--- config.mk ---
export PLATFORM = sky130hd
export DESIGN_NAME = battery_pack_alarm_monitor_flat
export DESIGN_NICKNAME = d
export VERILOG_FILES = /design/src/sv/bpam_pkg.sv /design/src/sv/bpam_if.sv /design/src/sv/bpam_eval.sv /design/src/sv/battery_pack_alarm_monitor.sv /design/src/flat_wrapper.sv
export SDC_FILE = /design/constraint.sdc
export NUM_CORES = 2
export LEC_CHECK = 0
export BUFFER_PORTS_ARGS = -buffer_cell sky130_fd_sc_hd__buf_2
export CORE_ASPECT_RATIO = 1.25
export CORE_MARGIN = 3
export CORE_UTILIZATION = 25
export DETAILED_ROUTE_END_ITERATION = 12
export GPL_ROUTABILITY_DRIVEN = 0
export GPL_TIMING_DRIVEN = 0
export HOLD_SLACK_MARGIN = 0.05
export SYNTH_ARGS = -nofsm -noshare
export SYNTH_HDL_FRONTEND = slang
export SYNTH_HIERARCHICAL = 1
export SYNTH_SLANG_ARGS = --single-unit
--- constraint.sdc ---
create_clock -name clk -period 24.3 [get_ports clk]
set_input_delay 1.215 -clock clk [delete_from_list [all_inputs] [get_ports clk]]
set_output_delay 1.215 -clock clk [all_outputs]
set_load 0.01 [all_outputs]
--- src/sv/bpam_pkg.sv ---
// ----------------------------------------------------------------------------
// bpam_pkg - battery pack alarm monitor shared definitions
// Word layouts, limit registers, command codes and register indexes.
// ----------------------------------------------------------------------------
`default_nettype none

package bpam_pkg;

  localparam int VOLT_W     = 16;
  localparam int CODE_W     = 12;
  localparam int CUR_W      = 14;
  localparam int CMD_W      = 8;
  localparam int FLAGS4_W   = 4;
  localparam int CHARGE_W   = 8;
  localparam int FAULT_W    = 3;
  localparam int WARN_W     = 6;
  localparam int CFG_IDX_W  = 3;
  localparam int CFG_DATA_W = 64;

  localparam logic [CMD_W-1:0]  CMD_OPEN      = 8'h00;
  localparam logic [CMD_W-1:0]  CMD_PRECHARGE = 8'h08;
  localparam logic [CMD_W-1:0]  CMD_MAIN      = 8'h0F;
  localparam logic [VOLT_W-1:0] LINK_TIMEOUT  = 16'd1000;

  // total / 6 == (total * DIV6_MUL) >> DIV6_SHIFT, exact for any 16-bit total
  localparam logic [15:0] DIV6_MUL   = 16'd43691;
  localparam int          DIV6_SHIFT = 18;
  localparam logic [9:0]  CUR_SCALE  = 10'd825;
  localparam int          CUR_SHIFT  = 8;

  typedef enum logic [CFG_IDX_W-1:0] {
    CFG_TEMP_FAULT  = 3'd0,
    CFG_CELL_FAULT  = 3'd1,
    CFG_TOTAL_FAULT = 3'd2,
    CFG_CELL_HIGH   = 3'd3,
    CFG_CELL_LOW    = 3'd4,
    CFG_TOTAL_WARN  = 3'd5,
    CFG_SPREAD_WARN = 3'd6,
    CFG_CURR_WARN   = 3'd7
  } cfg_idx_t;

  typedef struct packed {
    logic [31:0] temp_fault;
    logic [31:0] cell_fault;
    logic [31:0] total_fault;
    logic [31:0] cell_high;
    logic [31:0] cell_low;
    logic [63:0] total_warn;
    logic [31:0] spread_warn;
    logic [31:0] curr_warn;
  } limits_t;

  typedef struct packed {
    logic [VOLT_W-1:0]   cell_volts_a;
    logic [VOLT_W-1:0]   cell_volts_b;
    logic [VOLT_W-1:0]   cell_volts_c;
    logic [VOLT_W-1:0]   cell_volts_d;
    logic [VOLT_W-1:0]   temperature;
    logic [CODE_W-1:0]   current_code;
    logic [CMD_W-1:0]    contactor_cmd;
    logic [VOLT_W-1:0]   silent_ms;
    logic [FLAGS4_W-1:0] hot_flags;
    logic [FLAGS4_W-1:0] cold_flags;
  } sample_t;

  // contactor[0] main, contactor[1] precharge
  typedef struct packed {
    logic [FAULT_W-1:0] fault;
    logic [WARN_W-1:0]  warn;
    logic [1:0]         contactor;
    logic               fan;
  } mon_state_t;

  typedef struct packed {
    logic [CHARGE_W-1:0] charge_estimate;
    logic [CUR_W-1:0]    current_value;
    logic [VOLT_W-1:0]   total_volts;
    logic [VOLT_W-1:0]   max_volts;
    logic [VOLT_W-1:0]   min_volts;
    logic [FAULT_W-1:0]  fault_bits;
    logic [WARN_W-1:0]   warn_bits;
    logic                main_contactor;
    logic                precharge_contactor;
    logic                link_led;
    logic                fault_relay;
    logic                fan_on;
  } result_t;

endpackage

`default_nettype wire

--- src/sv/bpam_if.sv ---
// ----------------------------------------------------------------------------
// bpam_if - channel interfaces of the battery pack alarm monitor
// Sample, result and register write channels, valid/ready handshake.
// ----------------------------------------------------------------------------
`default_nettype none

interface bpam_in_if;
  logic                          valid;
  logic                          ready;
  logic [bpam_pkg::VOLT_W-1:0]   cell_volts_a;
  logic [bpam_pkg::VOLT_W-1:0]   cell_volts_b;
  logic [bpam_pkg::VOLT_W-1:0]   cell_volts_c;
  logic [bpam_pkg::VOLT_W-1:0]   cell_volts_d;
  logic [bpam_pkg::VOLT_W-1:0]   temperature;
  logic [bpam_pkg::CODE_W-1:0]   current_code;
  logic [bpam_pkg::CMD_W-1:0]    contactor_cmd;
  logic [bpam_pkg::VOLT_W-1:0]   silent_ms;
  logic [bpam_pkg::FLAGS4_W-1:0] hot_flags;
  logic [bpam_pkg::FLAGS4_W-1:0] cold_flags;

  modport source (output valid, cell_volts_a, cell_volts_b, cell_volts_c, cell_volts_d,
                  temperature, current_code, contactor_cmd, silent_ms, hot_flags,
                  cold_flags, input ready);
  modport sink (input valid, cell_volts_a, cell_volts_b, cell_volts_c, cell_volts_d,
                temperature, current_code, contactor_cmd, silent_ms, hot_flags,
                cold_flags, output ready);
endinterface

interface bpam_out_if;
  logic                          valid;
  logic                          ready;
  logic [bpam_pkg::CHARGE_W-1:0] charge_estimate;
  logic [bpam_pkg::CUR_W-1:0]    current_value;
  logic [bpam_pkg::VOLT_W-1:0]   total_volts;
  logic [bpam_pkg::VOLT_W-1:0]   max_volts;
  logic [bpam_pkg::VOLT_W-1:0]   min_volts;
  logic [bpam_pkg::FAULT_W-1:0]  fault_bits;
  logic [bpam_pkg::WARN_W-1:0]   warn_bits;
  logic                          main_contactor;
  logic                          precharge_contactor;
  logic                          link_led;
  logic                          fault_relay;
  logic                          fan_on;

  modport source (output valid, charge_estimate, current_value, total_volts, max_volts,
                  min_volts, fault_bits, warn_bits, main_contactor, precharge_contactor,
                  link_led, fault_relay, fan_on, input ready);
  modport sink (input valid, charge_estimate, current_value, total_volts, max_volts,
                min_volts, fault_bits, warn_bits, main_contactor, precharge_contactor,
                link_led, fault_relay, fan_on, output ready);
endinterface

interface bpam_cfg_if;
  logic                            valid;
  logic                            ready;
  logic [bpam_pkg::CFG_IDX_W-1:0]  index;
  logic [bpam_pkg::CFG_DATA_W-1:0] data;

  modport source (output valid, index, data, input ready);
  modport sink (input valid, index, data, output ready);
endinterface

`default_nettype wire

--- src/sv/bpam_eval.sv ---
// ----------------------------------------------------------------------------
// bpam_eval - one-sample evaluation
// Pack totals, extremes, scaling, hysteresis flags and drive decode.
// ----------------------------------------------------------------------------
`default_nettype none

module bpam_eval (
  input  wire bpam_pkg::sample_t    sample,
  input  wire bpam_pkg::limits_t    limits,
  input  wire bpam_pkg::mon_state_t cur_state,
  output bpam_pkg::mon_state_t      nxt_state,
  output bpam_pkg::result_t         res
);

  function automatic logic hyst_high(input logic flag, input logic [15:0] v,
                                     input logic [15:0] set_th, input logic [15:0] rel_th);
    logic r;
    if (v >= set_th)      r = 1'b1;
    else if (v < rel_th)  r = 1'b0;
    else                  r = flag;
    return r;
  endfunction

  function automatic logic hyst_low(input logic flag, input logic [15:0] v,
                                    input logic [15:0] set_th, input logic [15:0] rel_th);
    logic r;
    if (v <= set_th)      r = 1'b1;
    else if (v > rel_th)  r = 1'b0;
    else                  r = flag;
    return r;
  endfunction

  logic [bpam_pkg::VOLT_W-1:0] v [4];
  logic [bpam_pkg::VOLT_W-1:0] total;
  logic [bpam_pkg::VOLT_W-1:0] max_ab, max_cd, min_ab, min_cd, vmax, vmin, spread;
  logic [31:0]                 div_prod;
  logic [13:0]                 quot6;
  logic [bpam_pkg::CHARGE_W-1:0] charge;
  logic [21:0]                 cur_prod;
  logic [bpam_pkg::CUR_W-1:0]  cur;
  logic                        any_ge, all_lt;
  logic                        f_temp, f_cell;
  logic [1:0]                  cont_nxt;
  logic                        fan_nxt;

  assign v[0] = sample.cell_volts_a;
  assign v[1] = sample.cell_volts_b;
  assign v[2] = sample.cell_volts_c;
  assign v[3] = sample.cell_volts_d;

  assign total = v[0] + v[1] + v[2] + v[3];

  // extremes as a two-level compare tree
  assign max_ab = (v[1] > v[0]) ? v[1] : v[0];
  assign max_cd = (v[3] > v[2]) ? v[3] : v[2];
  assign min_ab = (v[1] < v[0]) ? v[1] : v[0];
  assign min_cd = (v[3] < v[2]) ? v[3] : v[2];
  assign vmax   = (max_cd > max_ab) ? max_cd : max_ab;
  assign vmin   = (min_cd < min_ab) ? min_cd : min_ab;
  assign spread = vmax - vmin;

  // divide by 6 through the reciprocal, then times 5 as shift and add
  assign div_prod = {16'd0, total} * {16'd0, bpam_pkg::DIV6_MUL};
  assign quot6    = div_prod[31:bpam_pkg::DIV6_SHIFT];
  assign charge   = quot6[7:0] + {quot6[5:0], 2'b00};

  assign cur_prod = {10'd0, sample.current_code} * {12'd0, bpam_pkg::CUR_SCALE};
  assign cur      = cur_prod[bpam_pkg::CUR_SHIFT +: bpam_pkg::CUR_W];

  always_comb begin
    any_ge = 1'b0;
    all_lt = 1'b1;
    for (int i = 0; i < 4; i++) begin
      if (v[i] >= limits.cell_fault[31:16]) any_ge = 1'b1;
      if (v[i] >= limits.cell_fault[15:0])  all_lt = 1'b0;
    end
  end

  always_comb begin
    if (sample.temperature > limits.temp_fault[31:16])     f_temp = 1'b1;
    else if (sample.temperature < limits.temp_fault[15:0]) f_temp = 1'b0;
    else                                                   f_temp = cur_state.fault[0];

    if (any_ge)      f_cell = 1'b1;
    else if (all_lt) f_cell = 1'b0;
    else             f_cell = cur_state.fault[1];
  end

  // unrecognized commands keep both drives as they are
  always_comb begin
    unique case (sample.contactor_cmd)
      bpam_pkg::CMD_OPEN:      cont_nxt = 2'b00;
      bpam_pkg::CMD_PRECHARGE: cont_nxt = 2'b10;
      bpam_pkg::CMD_MAIN:      cont_nxt = 2'b01;
      default:                 cont_nxt = cur_state.contactor;
    endcase
  end

  always_comb begin
    if (sample.hot_flags != '0)        fan_nxt = 1'b1;
    else if (sample.cold_flags == '1)  fan_nxt = 1'b0;
    else                               fan_nxt = cur_state.fan;
  end

  always_comb begin
    nxt_state.fault[0] = f_temp;
    nxt_state.fault[1] = f_cell;
    nxt_state.fault[2] = hyst_high(cur_state.fault[2], total,
                                   limits.total_fault[31:16], limits.total_fault[15:0]);
    nxt_state.warn[0]  = hyst_high(cur_state.warn[0], vmax,
                                   limits.cell_high[31:16], limits.cell_high[15:0]);
    nxt_state.warn[1]  = hyst_low(cur_state.warn[1], vmin,
                                  limits.cell_low[31:16], limits.cell_low[15:0]);
    nxt_state.warn[2]  = hyst_high(cur_state.warn[2], total,
                                   limits.total_warn[63:48], limits.total_warn[47:32]);
    nxt_state.warn[3]  = hyst_low(cur_state.warn[3], total,
                                  limits.total_warn[31:16], limits.total_warn[15:0]);
    nxt_state.warn[4]  = hyst_high(cur_state.warn[4], spread,
                                   limits.spread_warn[31:16], limits.spread_warn[15:0]);
    nxt_state.warn[5]  = hyst_high(cur_state.warn[5], {2'b00, cur},
                                   limits.curr_warn[31:16], limits.curr_warn[15:0]);
    nxt_state.contactor = cont_nxt;
    nxt_state.fan       = fan_nxt;
  end

  always_comb begin
    res.charge_estimate     = charge;
    res.current_value       = cur;
    res.total_volts         = total;
    res.max_volts           = vmax;
    res.min_volts           = vmin;
    res.fault_bits          = nxt_state.fault;
    res.warn_bits           = nxt_state.warn;
    res.main_contactor      = cont_nxt[0];
    res.precharge_contactor = cont_nxt[1];
    res.link_led            = (sample.silent_ms <= bpam_pkg::LINK_TIMEOUT);
    res.fault_relay         = |nxt_state.fault;
    res.fan_on              = fan_nxt;
  end

endmodule

`default_nettype wire

--- src/sv/battery_pack_alarm_monitor.sv ---
// ----------------------------------------------------------------------------
// battery_pack_alarm_monitor - four-module pack alarm monitor
// Takes one monitoring sample per word and returns one status word per sample.
// ----------------------------------------------------------------------------
// Channels: in_ch carries sample words, out_ch status words, cfg_ch writes the
// eight limit registers (index 0..7, low 32 data bits for 32-bit registers,
// all 64 for the total warning limits). cfg_ch is always ready; writes are
// meant to happen only while no sample is in flight.
// A sample accepted on in_ch is taken into the input register and shows on
// out_ch once the result register is loaded. Throughput: one word per cycle
// while out_ch is not stalled, set by the single evaluation stage between
// the two registers.
// Stall: while out_ch is held, the input register still takes one more word;
// in_ch.ready then drops until the result register frees. Nothing is lost.
// Reset (rst_n low, synchronous): both stages empty, limits zero, fault and
// warning flags clear, contactors open, fan off.
// Flag state advances when a word moves into the result register, so
// results follow the order of accepted samples.
// ----------------------------------------------------------------------------
`default_nettype none

module battery_pack_alarm_monitor (
  input wire           clk,
  input wire           rst_n,
  bpam_in_if.sink      in_ch,
  bpam_out_if.source   out_ch,
  bpam_cfg_if.sink     cfg_ch
);

  bpam_pkg::limits_t    limits_r, limits_nxt;
  bpam_pkg::sample_t    s1_sample_r, s1_sample_nxt;
  logic                 s1_valid_r, s1_valid_nxt;
  bpam_pkg::mon_state_t state_r, state_nxt, eval_state;
  bpam_pkg::result_t    out_res_r, out_res_nxt, eval_res;
  logic                 out_valid_r, out_valid_nxt;

  logic in_acc, out_free, s1_move;

  assign out_free = !out_valid_r || out_ch.ready;
  assign s1_move  = s1_valid_r && out_free;

  assign in_ch.ready = !s1_valid_r || out_free;
  assign in_acc      = in_ch.valid && in_ch.ready;

  assign cfg_ch.ready = 1'b1;

  always_comb begin
    limits_nxt = limits_r;
    if (cfg_ch.valid) begin
      unique case (bpam_pkg::cfg_idx_t'(cfg_ch.index))
        bpam_pkg::CFG_TEMP_FAULT:  limits_nxt.temp_fault  = cfg_ch.data[31:0];
        bpam_pkg::CFG_CELL_FAULT:  limits_nxt.cell_fault  = cfg_ch.data[31:0];
        bpam_pkg::CFG_TOTAL_FAULT: limits_nxt.total_fault = cfg_ch.data[31:0];
        bpam_pkg::CFG_CELL_HIGH:   limits_nxt.cell_high   = cfg_ch.data[31:0];
        bpam_pkg::CFG_CELL_LOW:    limits_nxt.cell_low    = cfg_ch.data[31:0];
        bpam_pkg::CFG_TOTAL_WARN:  limits_nxt.total_warn  = cfg_ch.data;
        bpam_pkg::CFG_SPREAD_WARN: limits_nxt.spread_warn = cfg_ch.data[31:0];
        bpam_pkg::CFG_CURR_WARN:   limits_nxt.curr_warn   = cfg_ch.data[31:0];
      endcase
    end
  end

  always_comb begin
    s1_sample_nxt.cell_volts_a  = in_ch.cell_volts_a;
    s1_sample_nxt.cell_volts_b  = in_ch.cell_volts_b;
    s1_sample_nxt.cell_volts_c  = in_ch.cell_volts_c;
    s1_sample_nxt.cell_volts_d  = in_ch.cell_volts_d;
    s1_sample_nxt.temperature   = in_ch.temperature;
    s1_sample_nxt.current_code  = in_ch.current_code;
    s1_sample_nxt.contactor_cmd = in_ch.contactor_cmd;
    s1_sample_nxt.silent_ms     = in_ch.silent_ms;
    s1_sample_nxt.hot_flags     = in_ch.hot_flags;
    s1_sample_nxt.cold_flags    = in_ch.cold_flags;
  end

  bpam_eval u_eval (
    .sample    (s1_sample_r),
    .limits    (limits_r),
    .cur_state (state_r),
    .nxt_state (eval_state),
    .res       (eval_res)
  );

  always_comb begin
    if (in_acc)       s1_valid_nxt = 1'b1;
    else if (s1_move) s1_valid_nxt = 1'b0;
    else              s1_valid_nxt = s1_valid_r;

    if (s1_move)           out_valid_nxt = 1'b1;
    else if (out_ch.ready) out_valid_nxt = 1'b0;
    else                   out_valid_nxt = out_valid_r;

    state_nxt   = s1_move ? eval_state : state_r;
    out_res_nxt = s1_move ? eval_res : out_res_r;
  end

  always_ff @(posedge clk) begin
    if (!rst_n) begin
      s1_valid_r  <= 1'b0;
      out_valid_r <= 1'b0;
      state_r     <= '0;
      limits_r    <= '0;
    end else begin
      s1_valid_r  <= s1_valid_nxt;
      out_valid_r <= out_valid_nxt;
      state_r     <= state_nxt;
      limits_r    <= limits_nxt;
    end
  end

  always_ff @(posedge clk) begin
    if (in_acc) begin
      s1_sample_r <= s1_sample_nxt;
    end
    out_res_r <= out_res_nxt;
  end

  assign out_ch.valid               = out_valid_r;
  assign out_ch.charge_estimate     = out_res_r.charge_estimate;
  assign out_ch.current_value       = out_res_r.current_value;
  assign out_ch.total_volts         = out_res_r.total_volts;
  assign out_ch.max_volts           = out_res_r.max_volts;
  assign out_ch.min_volts           = out_res_r.min_volts;
  assign out_ch.fault_bits          = out_res_r.fault_bits;
  assign out_ch.warn_bits           = out_res_r.warn_bits;
  assign out_ch.main_contactor      = out_res_r.main_contactor;
  assign out_ch.precharge_contactor = out_res_r.precharge_contactor;
  assign out_ch.link_led            = out_res_r.link_led;
  assign out_ch.fault_relay         = out_res_r.fault_relay;
  assign out_ch.fan_on              = out_res_r.fan_on;

endmodule

`default_nettype wire

--- src/flat_wrapper.sv ---
// flat-port wrapper written by rule: the top's interface ports become plain ports
module battery_pack_alarm_monitor_flat 
  (clk, rst_n, in_ch_valid, in_ch_cell_volts_a, in_ch_cell_volts_b, in_ch_cell_volts_c, in_ch_cell_volts_d, in_ch_temperature, in_ch_current_code, in_ch_contactor_cmd, in_ch_silent_ms, in_ch_hot_flags, in_ch_cold_flags, in_ch_ready, out_ch_valid, out_ch_charge_estimate, out_ch_current_value, out_ch_total_volts, out_ch_max_volts, out_ch_min_volts, out_ch_fault_bits, out_ch_warn_bits, out_ch_main_contactor, out_ch_precharge_contactor, out_ch_link_led, out_ch_fault_relay, out_ch_fan_on, out_ch_ready, cfg_ch_valid, cfg_ch_index, cfg_ch_data, cfg_ch_ready);
  bpam_in_if in_ch_i ();
  bpam_out_if out_ch_i ();
  bpam_cfg_if cfg_ch_i ();
  input wire clk;
  input wire rst_n;
  input wire logic [$bits(in_ch_i.valid)-1:0] in_ch_valid;
  input wire logic [$bits(in_ch_i.cell_volts_a)-1:0] in_ch_cell_volts_a;
  input wire logic [$bits(in_ch_i.cell_volts_b)-1:0] in_ch_cell_volts_b;
  input wire logic [$bits(in_ch_i.cell_volts_c)-1:0] in_ch_cell_volts_c;
  input wire logic [$bits(in_ch_i.cell_volts_d)-1:0] in_ch_cell_volts_d;
  input wire logic [$bits(in_ch_i.temperature)-1:0] in_ch_temperature;
  input wire logic [$bits(in_ch_i.current_code)-1:0] in_ch_current_code;
  input wire logic [$bits(in_ch_i.contactor_cmd)-1:0] in_ch_contactor_cmd;
  input wire logic [$bits(in_ch_i.silent_ms)-1:0] in_ch_silent_ms;
  input wire logic [$bits(in_ch_i.hot_flags)-1:0] in_ch_hot_flags;
  input wire logic [$bits(in_ch_i.cold_flags)-1:0] in_ch_cold_flags;
  output wire logic [$bits(in_ch_i.ready)-1:0] in_ch_ready;
  output wire logic [$bits(out_ch_i.valid)-1:0] out_ch_valid;
  output wire logic [$bits(out_ch_i.charge_estimate)-1:0] out_ch_charge_estimate;
  output wire logic [$bits(out_ch_i.current_value)-1:0] out_ch_current_value;
  output wire logic [$bits(out_ch_i.total_volts)-1:0] out_ch_total_volts;
  output wire logic [$bits(out_ch_i.max_volts)-1:0] out_ch_max_volts;
  output wire logic [$bits(out_ch_i.min_volts)-1:0] out_ch_min_volts;
  output wire logic [$bits(out_ch_i.fault_bits)-1:0] out_ch_fault_bits;
  output wire logic [$bits(out_ch_i.warn_bits)-1:0] out_ch_warn_bits;
  output wire logic [$bits(out_ch_i.main_contactor)-1:0] out_ch_main_contactor;
  output wire logic [$bits(out_ch_i.precharge_contactor)-1:0] out_ch_precharge_contactor;
  output wire logic [$bits(out_ch_i.link_led)-1:0] out_ch_link_led;
  output wire logic [$bits(out_ch_i.fault_relay)-1:0] out_ch_fault_relay;
  output wire logic [$bits(out_ch_i.fan_on)-1:0] out_ch_fan_on;
  input wire logic [$bits(out_ch_i.ready)-1:0] out_ch_ready;
  input wire logic [$bits(cfg_ch_i.valid)-1:0] cfg_ch_valid;
  input wire logic [$bits(cfg_ch_i.index)-1:0] cfg_ch_index;
  input wire logic [$bits(cfg_ch_i.data)-1:0] cfg_ch_data;
  output wire logic [$bits(cfg_ch_i.ready)-1:0] cfg_ch_ready;
  assign in_ch_i.valid = in_ch_valid;
  assign in_ch_i.cell_volts_a = in_ch_cell_volts_a;
  assign in_ch_i.cell_volts_b = in_ch_cell_volts_b;
  assign in_ch_i.cell_volts_c = in_ch_cell_volts_c;
  assign in_ch_i.cell_volts_d = in_ch_cell_volts_d;
  assign in_ch_i.temperature = in_ch_temperature;
  assign in_ch_i.current_code = in_ch_current_code;
  assign in_ch_i.contactor_cmd = in_ch_contactor_cmd;
  assign in_ch_i.silent_ms = in_ch_silent_ms;
  assign in_ch_i.hot_flags = in_ch_hot_flags;
  assign in_ch_i.cold_flags = in_ch_cold_flags;
  assign in_ch_ready = in_ch_i.ready;
  assign out_ch_valid = out_ch_i.valid;
  assign out_ch_charge_estimate = out_ch_i.charge_estimate;
  assign out_ch_current_value = out_ch_i.current_value;
  assign out_ch_total_volts = out_ch_i.total_volts;
  assign out_ch_max_volts = out_ch_i.max_volts;
  assign out_ch_min_volts = out_ch_i.min_volts;
  assign out_ch_fault_bits = out_ch_i.fault_bits;
  assign out_ch_warn_bits = out_ch_i.warn_bits;
  assign out_ch_main_contactor = out_ch_i.main_contactor;
  assign out_ch_precharge_contactor = out_ch_i.precharge_contactor;
  assign out_ch_link_led = out_ch_i.link_led;
  assign out_ch_fault_relay = out_ch_i.fault_relay;
  assign out_ch_fan_on = out_ch_i.fan_on;
  assign out_ch_i.ready = out_ch_ready;
  assign cfg_ch_i.valid = cfg_ch_valid;
  assign cfg_ch_i.index = cfg_ch_index;
  assign cfg_ch_i.data = cfg_ch_data;
  assign cfg_ch_ready = cfg_ch_i.ready;
  battery_pack_alarm_monitor u_core (.clk(clk), .rst_n(rst_n), .in_ch(in_ch_i), .out_ch(out_ch_i), .cfg_ch(cfg_ch_i));
endmodule
Word-level counts from Yosys, hierarchy flattened

Cells that the tools add are included.

Flip-flop bits (word level): 510
Input port bits: 196

Add/subtract/negate cells: 5
Multiply operators: 2
Order comparisons: 31
Equal/unequal tests: 10
Muxes and demuxes: 39
Reduce and logical (&&, ||, !) cells: 20

Operators with widths:

| cell                   | number |
|---|---|
| $ge 16x16->1           | 12 |
| $lt 16x16->1           | 8 |
| $gt 16x16->1           | 6 |
| $mux 16                | 6 |
| $add 16x16->16         | 3 |
| $le 16x16->1           | 2 |
| $mux 1                 | 32 |
| $mul 16x16->26 const B | 1 |
| $mul 12x10->22 const B | 1 |
| $eq 8x4->1 const B     | 2 |
| $ge 14x16->1           | 1 |
| $le 16x10->1 const B   | 1 |
| $lt 14x16->1           | 1 |
| $reduce_and 2->1       | 8 |
| $sub 16x16->16         | 1 |
| $eq 3x3->1 const B     | 4 |
| $add 8x8->8            | 1 |
| $logic_not 8->1        | 1 |
| $eq 3x2->1 const B     | 2 |
| $pmux 2 s3             | 1 |
| $eq 4x4->1 const B     | 1 |
| $reduce_bool 2->1      | 2 |
| $reduce_bool 4->1      | 1 |
| $eq 3x1->1 const B     | 1 |
| other kinds (5)        | 8 |

Longest topological paths before layout

Word-level depth: 8
Gate-level depth with buffers: 42

By module

Netlist, hierarchy kept.

Modules (own cells, without submodules):

| module                     | instances | cells an instance | area an instance (um2) | seq. area each (um2) |
|---|---|---|---|---|
| bpam_eval                  | 1         | 2457              | 19565.0                | 0.0 |
| battery_pack_alarm_monitor | 1         | 1311              | 16495.8                | 12291.8 |

Least setup slack after synthesis

Ideal clock, no wire load.

Path kind: reg-to-reg
Start point: register u_core/s1_sample_r[61] (netlist name)
End point: register u_core.out_res_r (netlist bit u_core/out_ch.charge_estimate[7]) (data pin)
Data arrival time: 9.670 ns
Required time: 24.032 ns
Path slack: 14.362 ns
Cell stages (with the launch flop): 40
Period minus slack after synthesis: 9.938 ns
Path through: edfxtp_1 inv_1 fa_1 fa_1 inv_1 ha_1 fa_1 a21o_1 a21oi_1 o21bai_1 a21oi_1 o21bai_1 a211oi_1 o21ai_0 a31o_2 a21oi_1 xnor2_1 ha_1 [... 4 more ...] fa_1 fa_1 inv_1 fa_1 inv_1 ha_1 nand4_1 nor3_1 o311a_1 o41a_1 a311oi_4 xnor2_2 ha_1 a21o_1 a21o_1 a31oi_1 o21ai_2 xnor3_1

RTL lines:

| item                   | RTL line                          | RTL |
|---|---|---|
| from (decl)            | battery_pack_alarm_monitor.sv:31  | `bpam_pkg::sample_t s1_sample_r, s1_sample_nxt;` |
| from (signal assigned) | battery_pack_alarm_monitor.sv:113 | `s1_sample_r <= s1_sample_nxt;` |
| to (signal assigned)   | battery_pack_alarm_monitor.sv:115 | `out_res_r <= out_res_nxt;` |
| to (decl)              | battery_pack_alarm_monitor.sv:34  | `bpam_pkg::result_t out_res_r, out_res_nxt, eval_res;` |

==> run_results.csv <==
group,metric,value,unit
grt,grt_pass1_vias,28635,
clock_network,post_cts.resized_instances,0,
route,vias,28927,
placement,io_buffer_count,276,
critical_path,cp-end-kind,"register",
sta,final_min_period_over_clock_period,0.481,
critical_path,crit_type,"register to register",
critical_path,crit_path_max_incr_delay,0.65,ns
die,die_width,346,µm
die,initial_core_utilization,0.252,
route,ant_nets,0,
sta,hold_viol_final,0,
critical_path,setup.reg_to_reg.worst_slack,12.62,ns
layout,area_growth,17.1,%
die,vertical_die_dimension,431,µm
route,drt_first_iter_violations,2014,
synthesis,ys.flop_type,"sky130_fd_sc_hd__dfxtp_1",
sta,max-slew-margin-rel,0.0644,
sta,fin_tns_setup,0,ns
sta,timing.clock.skew,0.0592,ns
synthesis,syn-num-nets,4736,
synthesis,syn-cell-area,36100,µm²
placement,place_hpwl,96700,µm
synthesis,synth_sequential_area_ratio,0.341,
synthesis,synth_seq_cells,510,
grt,largest_net_degree_at_the_start_of_global_routing,65,
clock_network,htree_levels,2,
job,drv_cap,0,
clock_network,cts_tree,"yes",
route,detail_route.first_pass.iterations,6,
critical_path,r2r_start,"u_core/s1_sample_r[61]$_DFFE_PP_",
sta,layout_min_cycle_time,11.68,ns
synthesis,synth_edf_count,208,
critical_path,critical_path_peak_fanout,9,
die,die_area,149000,µm²
die,ios,283,
critical_path,critPathSlowestCell,"sky130_fd_sc_hd__xor2_1",
route,met3RoutedLength,8140,µm
critical_path,cp.required,24.71,ns
sta,grt_setup_unrepaired,"false",
die,core-area,143000,µm²
layout,final_net_count,5085,
clock_network,post-cts-setup-buffers,0,
grt,groute.usage.overall,0.163,
route,route.top_layer_used,"met5",
die,rows,155,
critical_path,critPathArrivalTime,12.10,ns
clock_network,cts.sink_count,510,
min_path,hold_path_class,"register to register",
layout,utilization,0.296,
clock_network,cts_made_buffers,60,
route,average_vias_per_placed_instance,4.77,
synthesis,synth-warning-count,6,
layout,post_route_cells_drive_above_1_share,0.127,
critical_path,timing.reg2reg.worst_path_depth,40,
critical_path,critical_path.n_buffers_inverters,7,
synthesis,synth_cells,3768,
min_path,hold_depth,2,
critical_path,path_delay_family,"adder cells",
sta,setup_viol_count_final,0,
synthesis,yosys.area.top_type,"sky130_fd_sc_hd__ha_1",
route,met2_length,57100,µm
grt,global_route.overflow_total,0,
layout,layout.filler_cells,15052,
clock_network,clock_tree.root_cell,"sky130_fd_sc_hd__clkbuf_16",
synthesis,synth.top_cells.by_area,"sky130_fd_sc_hd__ha_1 22%, sky130_fd_sc_hd__edfxtp_1 17%, sky130_fd_sc_hd__dfxtp_1 17%",
synthesis,async_reset_ff_frac,0,
clock_network,cts_max_path_buffers,3,
min_path,timing.hold.worst_endpoint,"u_core/limits_r[273]$_SDFFE_PN0P_",
route,routedLengthMet1,53500,µm
synthesis,post_synth_num_cell_types,76,
clock_network,clkSlewWorstSetupHoldPaths,0.06,ns
min_path,hp-start,"u_core/limits_r[273]$_SDFFE_PN0P_",
route,drt-total-wl,125000,µm
clock_network,cts.hold.buffers_added,0,
grt,antenna_found_initial,27,
critical_path,critical_path.reg2reg.endpoint,"u_core/out_ch.charge_estimate[7]$_DFFE_PP_",
critical_path,worstSetupStartpointType,"register",
route,drt_drc_violations_left,0,
synthesis,postSynthAreaPerCell,9.57,µm²
route,wl_per_cell,20.6,µm
sta,worst-slew-pin-transition,1.40,ns
clock_network,worstSkewPairLatency,0.71,ns
synthesis,synthDominantCellAreaShare,0.220,
synthesis,synthTopCellsByCount,"633 x sky130_fd_sc_hd__ha_1, 632 x sky130_fd_sc_hd__inv_1, 333 x sky130_fd_sc_hd__o21ai_0",
grt,global_route_wire_length_before_repair,181000,µm
run_status,outcome,"complete, no violations",
sta,fmaxAchievable,85.6,MHz
synthesis,yosysMostFrequentCell,"sky130_fd_sc_hd__ha_1",
sta,report.final.slew_viol_count,0,
==> layout make-up <==
| cell class | count | area, µm² | share of cell area |
|---|---|---|---|
| Multi-Input combinational cell | 2483 | 20800 | 0.492 |
| Clock buffer | 80 | 1760 | 0.0418 |
| Clock inverter | 34 | 400 | 0.00948 |
| Timing Repair Buffer | 287 | 1560 | 0.0369 |
| Inverter | 632 | 2370 | 0.0562 |
| Sequential cell | 510 | 12300 | 0.291 |
| Buffer | 143 | 691 | 0.0164 |
| Antenna cell | 6 | 15.0 | 0.000355 |
| Tap cell | 1884 | 2360 | 0.0558 |
==> layer usage <==
metal  vias up  global-route usage
li1      13791                   -
met1     13921               0.209
met2       969               0.268
met3       242              0.0262
met4         4              0.0751
met5         -                   0
==> metrics by stage <==
stage / hold slack, ns / worst slack, ns / area, µm² / cells
after floorplan: 0.435 / 14.36 / 36100 / 3768
after global placement: 0.449 / 12.82 / 39800 / 5928
after detailed placement: 0.447 / 12.69 / 40100 / 5939
after CTS: 0.459 / 12.64 / 42200 / 6053
after global routing: 0.474 / 11.99 / 42200 / 6056
final: 0.458 / 12.62 / 42200 / 6059
==> layout by cell type (no fill, tap or decap), types with 33 or more instances in the layout <==
cell type	count
sky130_fd_sc_hd__nand4_1	57
sky130_fd_sc_hd__nand3_1	285
sky130_fd_sc_hd__clkbuf_16	65
sky130_fd_sc_hd__nand2_1	160
sky130_fd_sc_hd__edfxtp_1	208
sky130_fd_sc_hd__a21o_1	125
sky130_fd_sc_hd__clkbuf_1	72
sky130_fd_sc_hd__inv_1	632
sky130_fd_sc_hd__mux2i_1	36
sky130_fd_sc_hd__o21a_1	35
sky130_fd_sc_hd__xnor2_1	35
sky130_fd_sc_hd__fa_1	139
sky130_fd_sc_hd__a21oi_1	176
sky130_fd_sc_hd__o21ai_0	333
sky130_fd_sc_hd__o21ai_2	33
sky130_fd_sc_hd__nor2_1	120
sky130_fd_sc_hd__dfxtp_1	302
sky130_fd_sc_hd__ha_1	633
sky130_fd_sc_hd__buf_2	297
==> logic make-up (layout without fill, tap and decap cells) <==
group | count (synthesis) | after routing | share of synthesized area
AND/OR/NAND/NOR | 783 | 783 | 0.111
AO/OA/AOI/OAI | 825 | 825 | 0.140
buffers and inverters | 775 | 1176 | 0.0848
flip-flops | 510 | 510 | 0.341
multiplexers | 38 | 38 | 0.0106
other | 1 | 7 | 0.000104
adder cells (fa/ha/maj) | 774 | 774 | 0.297
XOR/XNOR | 62 | 62 | 0.0161
==> worst max path at each step <==
stage / start / to / slack (ns) / cells past startpoint
after global placement: u_core/s1_sample_r[61]$_DFFE_PP_ / u_core/out_ch.charge_estimate[7]$_DFFE_PP_ / 12.82 / 40
final: u_core/s1_sample_r[61]$_DFFE_PP_ / u_core/out_ch.charge_estimate[7]$_DFFE_PP_ / 12.62 / 40
after global routing: u_core/s1_sample_r[61]$_DFFE_PP_ / u_core/out_ch.charge_estimate[7]$_DFFE_PP_ / 11.99 / 39
after detailed placement: u_core/s1_sample_r[61]$_DFFE_PP_ / u_core/out_ch.charge_estimate[7]$_DFFE_PP_ / 12.69 / 40
after floorplan: u_core/s1_sample_r[61]$_DFFE_PP_ / u_core/out_ch.charge_estimate[7]$_DFFE_PP_ / 14.36 / 39
after CTS: u_core/s1_sample_r[61]$_DFFE_PP_ / u_core/out_ch.charge_estimate[7]$_DFFE_PP_ / 12.64 / 40
==> worst reg2reg max path: cells and delay by family (launching register included) <==
kind	cells	cell delay (ns)
adders and majority gates	12	5.11
xor gates and xnor gates	3	1.20
and+or+nand+nor	2	0.21
AOI/OAI and AO/OA	16	3.40
buffers and inverters	7	0.96
DFF	1	0.55
==> sequential cells by signal, indices dropped and copies added (netlist names) <==
signal                             flops
u_core/out_ch.current_value           14
u_core/state_r                        12
u_core/out_ch.precharge_contactor      1
u_core/out_ch.max_volts               16
u_core/out_ch.warn_bits                6
u_core/out_ch.link_led                 1
u_core/out_ch.charge_estimate          8
u_core/out_ch.main_contactor           1
u_core/s1_valid_r                      1
u_core/limits_r                      288
u_core/s1_sample_r                   124
u_core/out_ch.valid                    1
u_core/out_ch.fault_relay              1
u_core/out_ch.total_volts             16
u_core/out_ch.min_volts               16
u_core/out_ch.fault_bits               3
u_core/out_ch.fan_on                   1
Power is not shown: default switching activity piles up to over one toggle a cycle in this logic, so the estimate is an artifact.
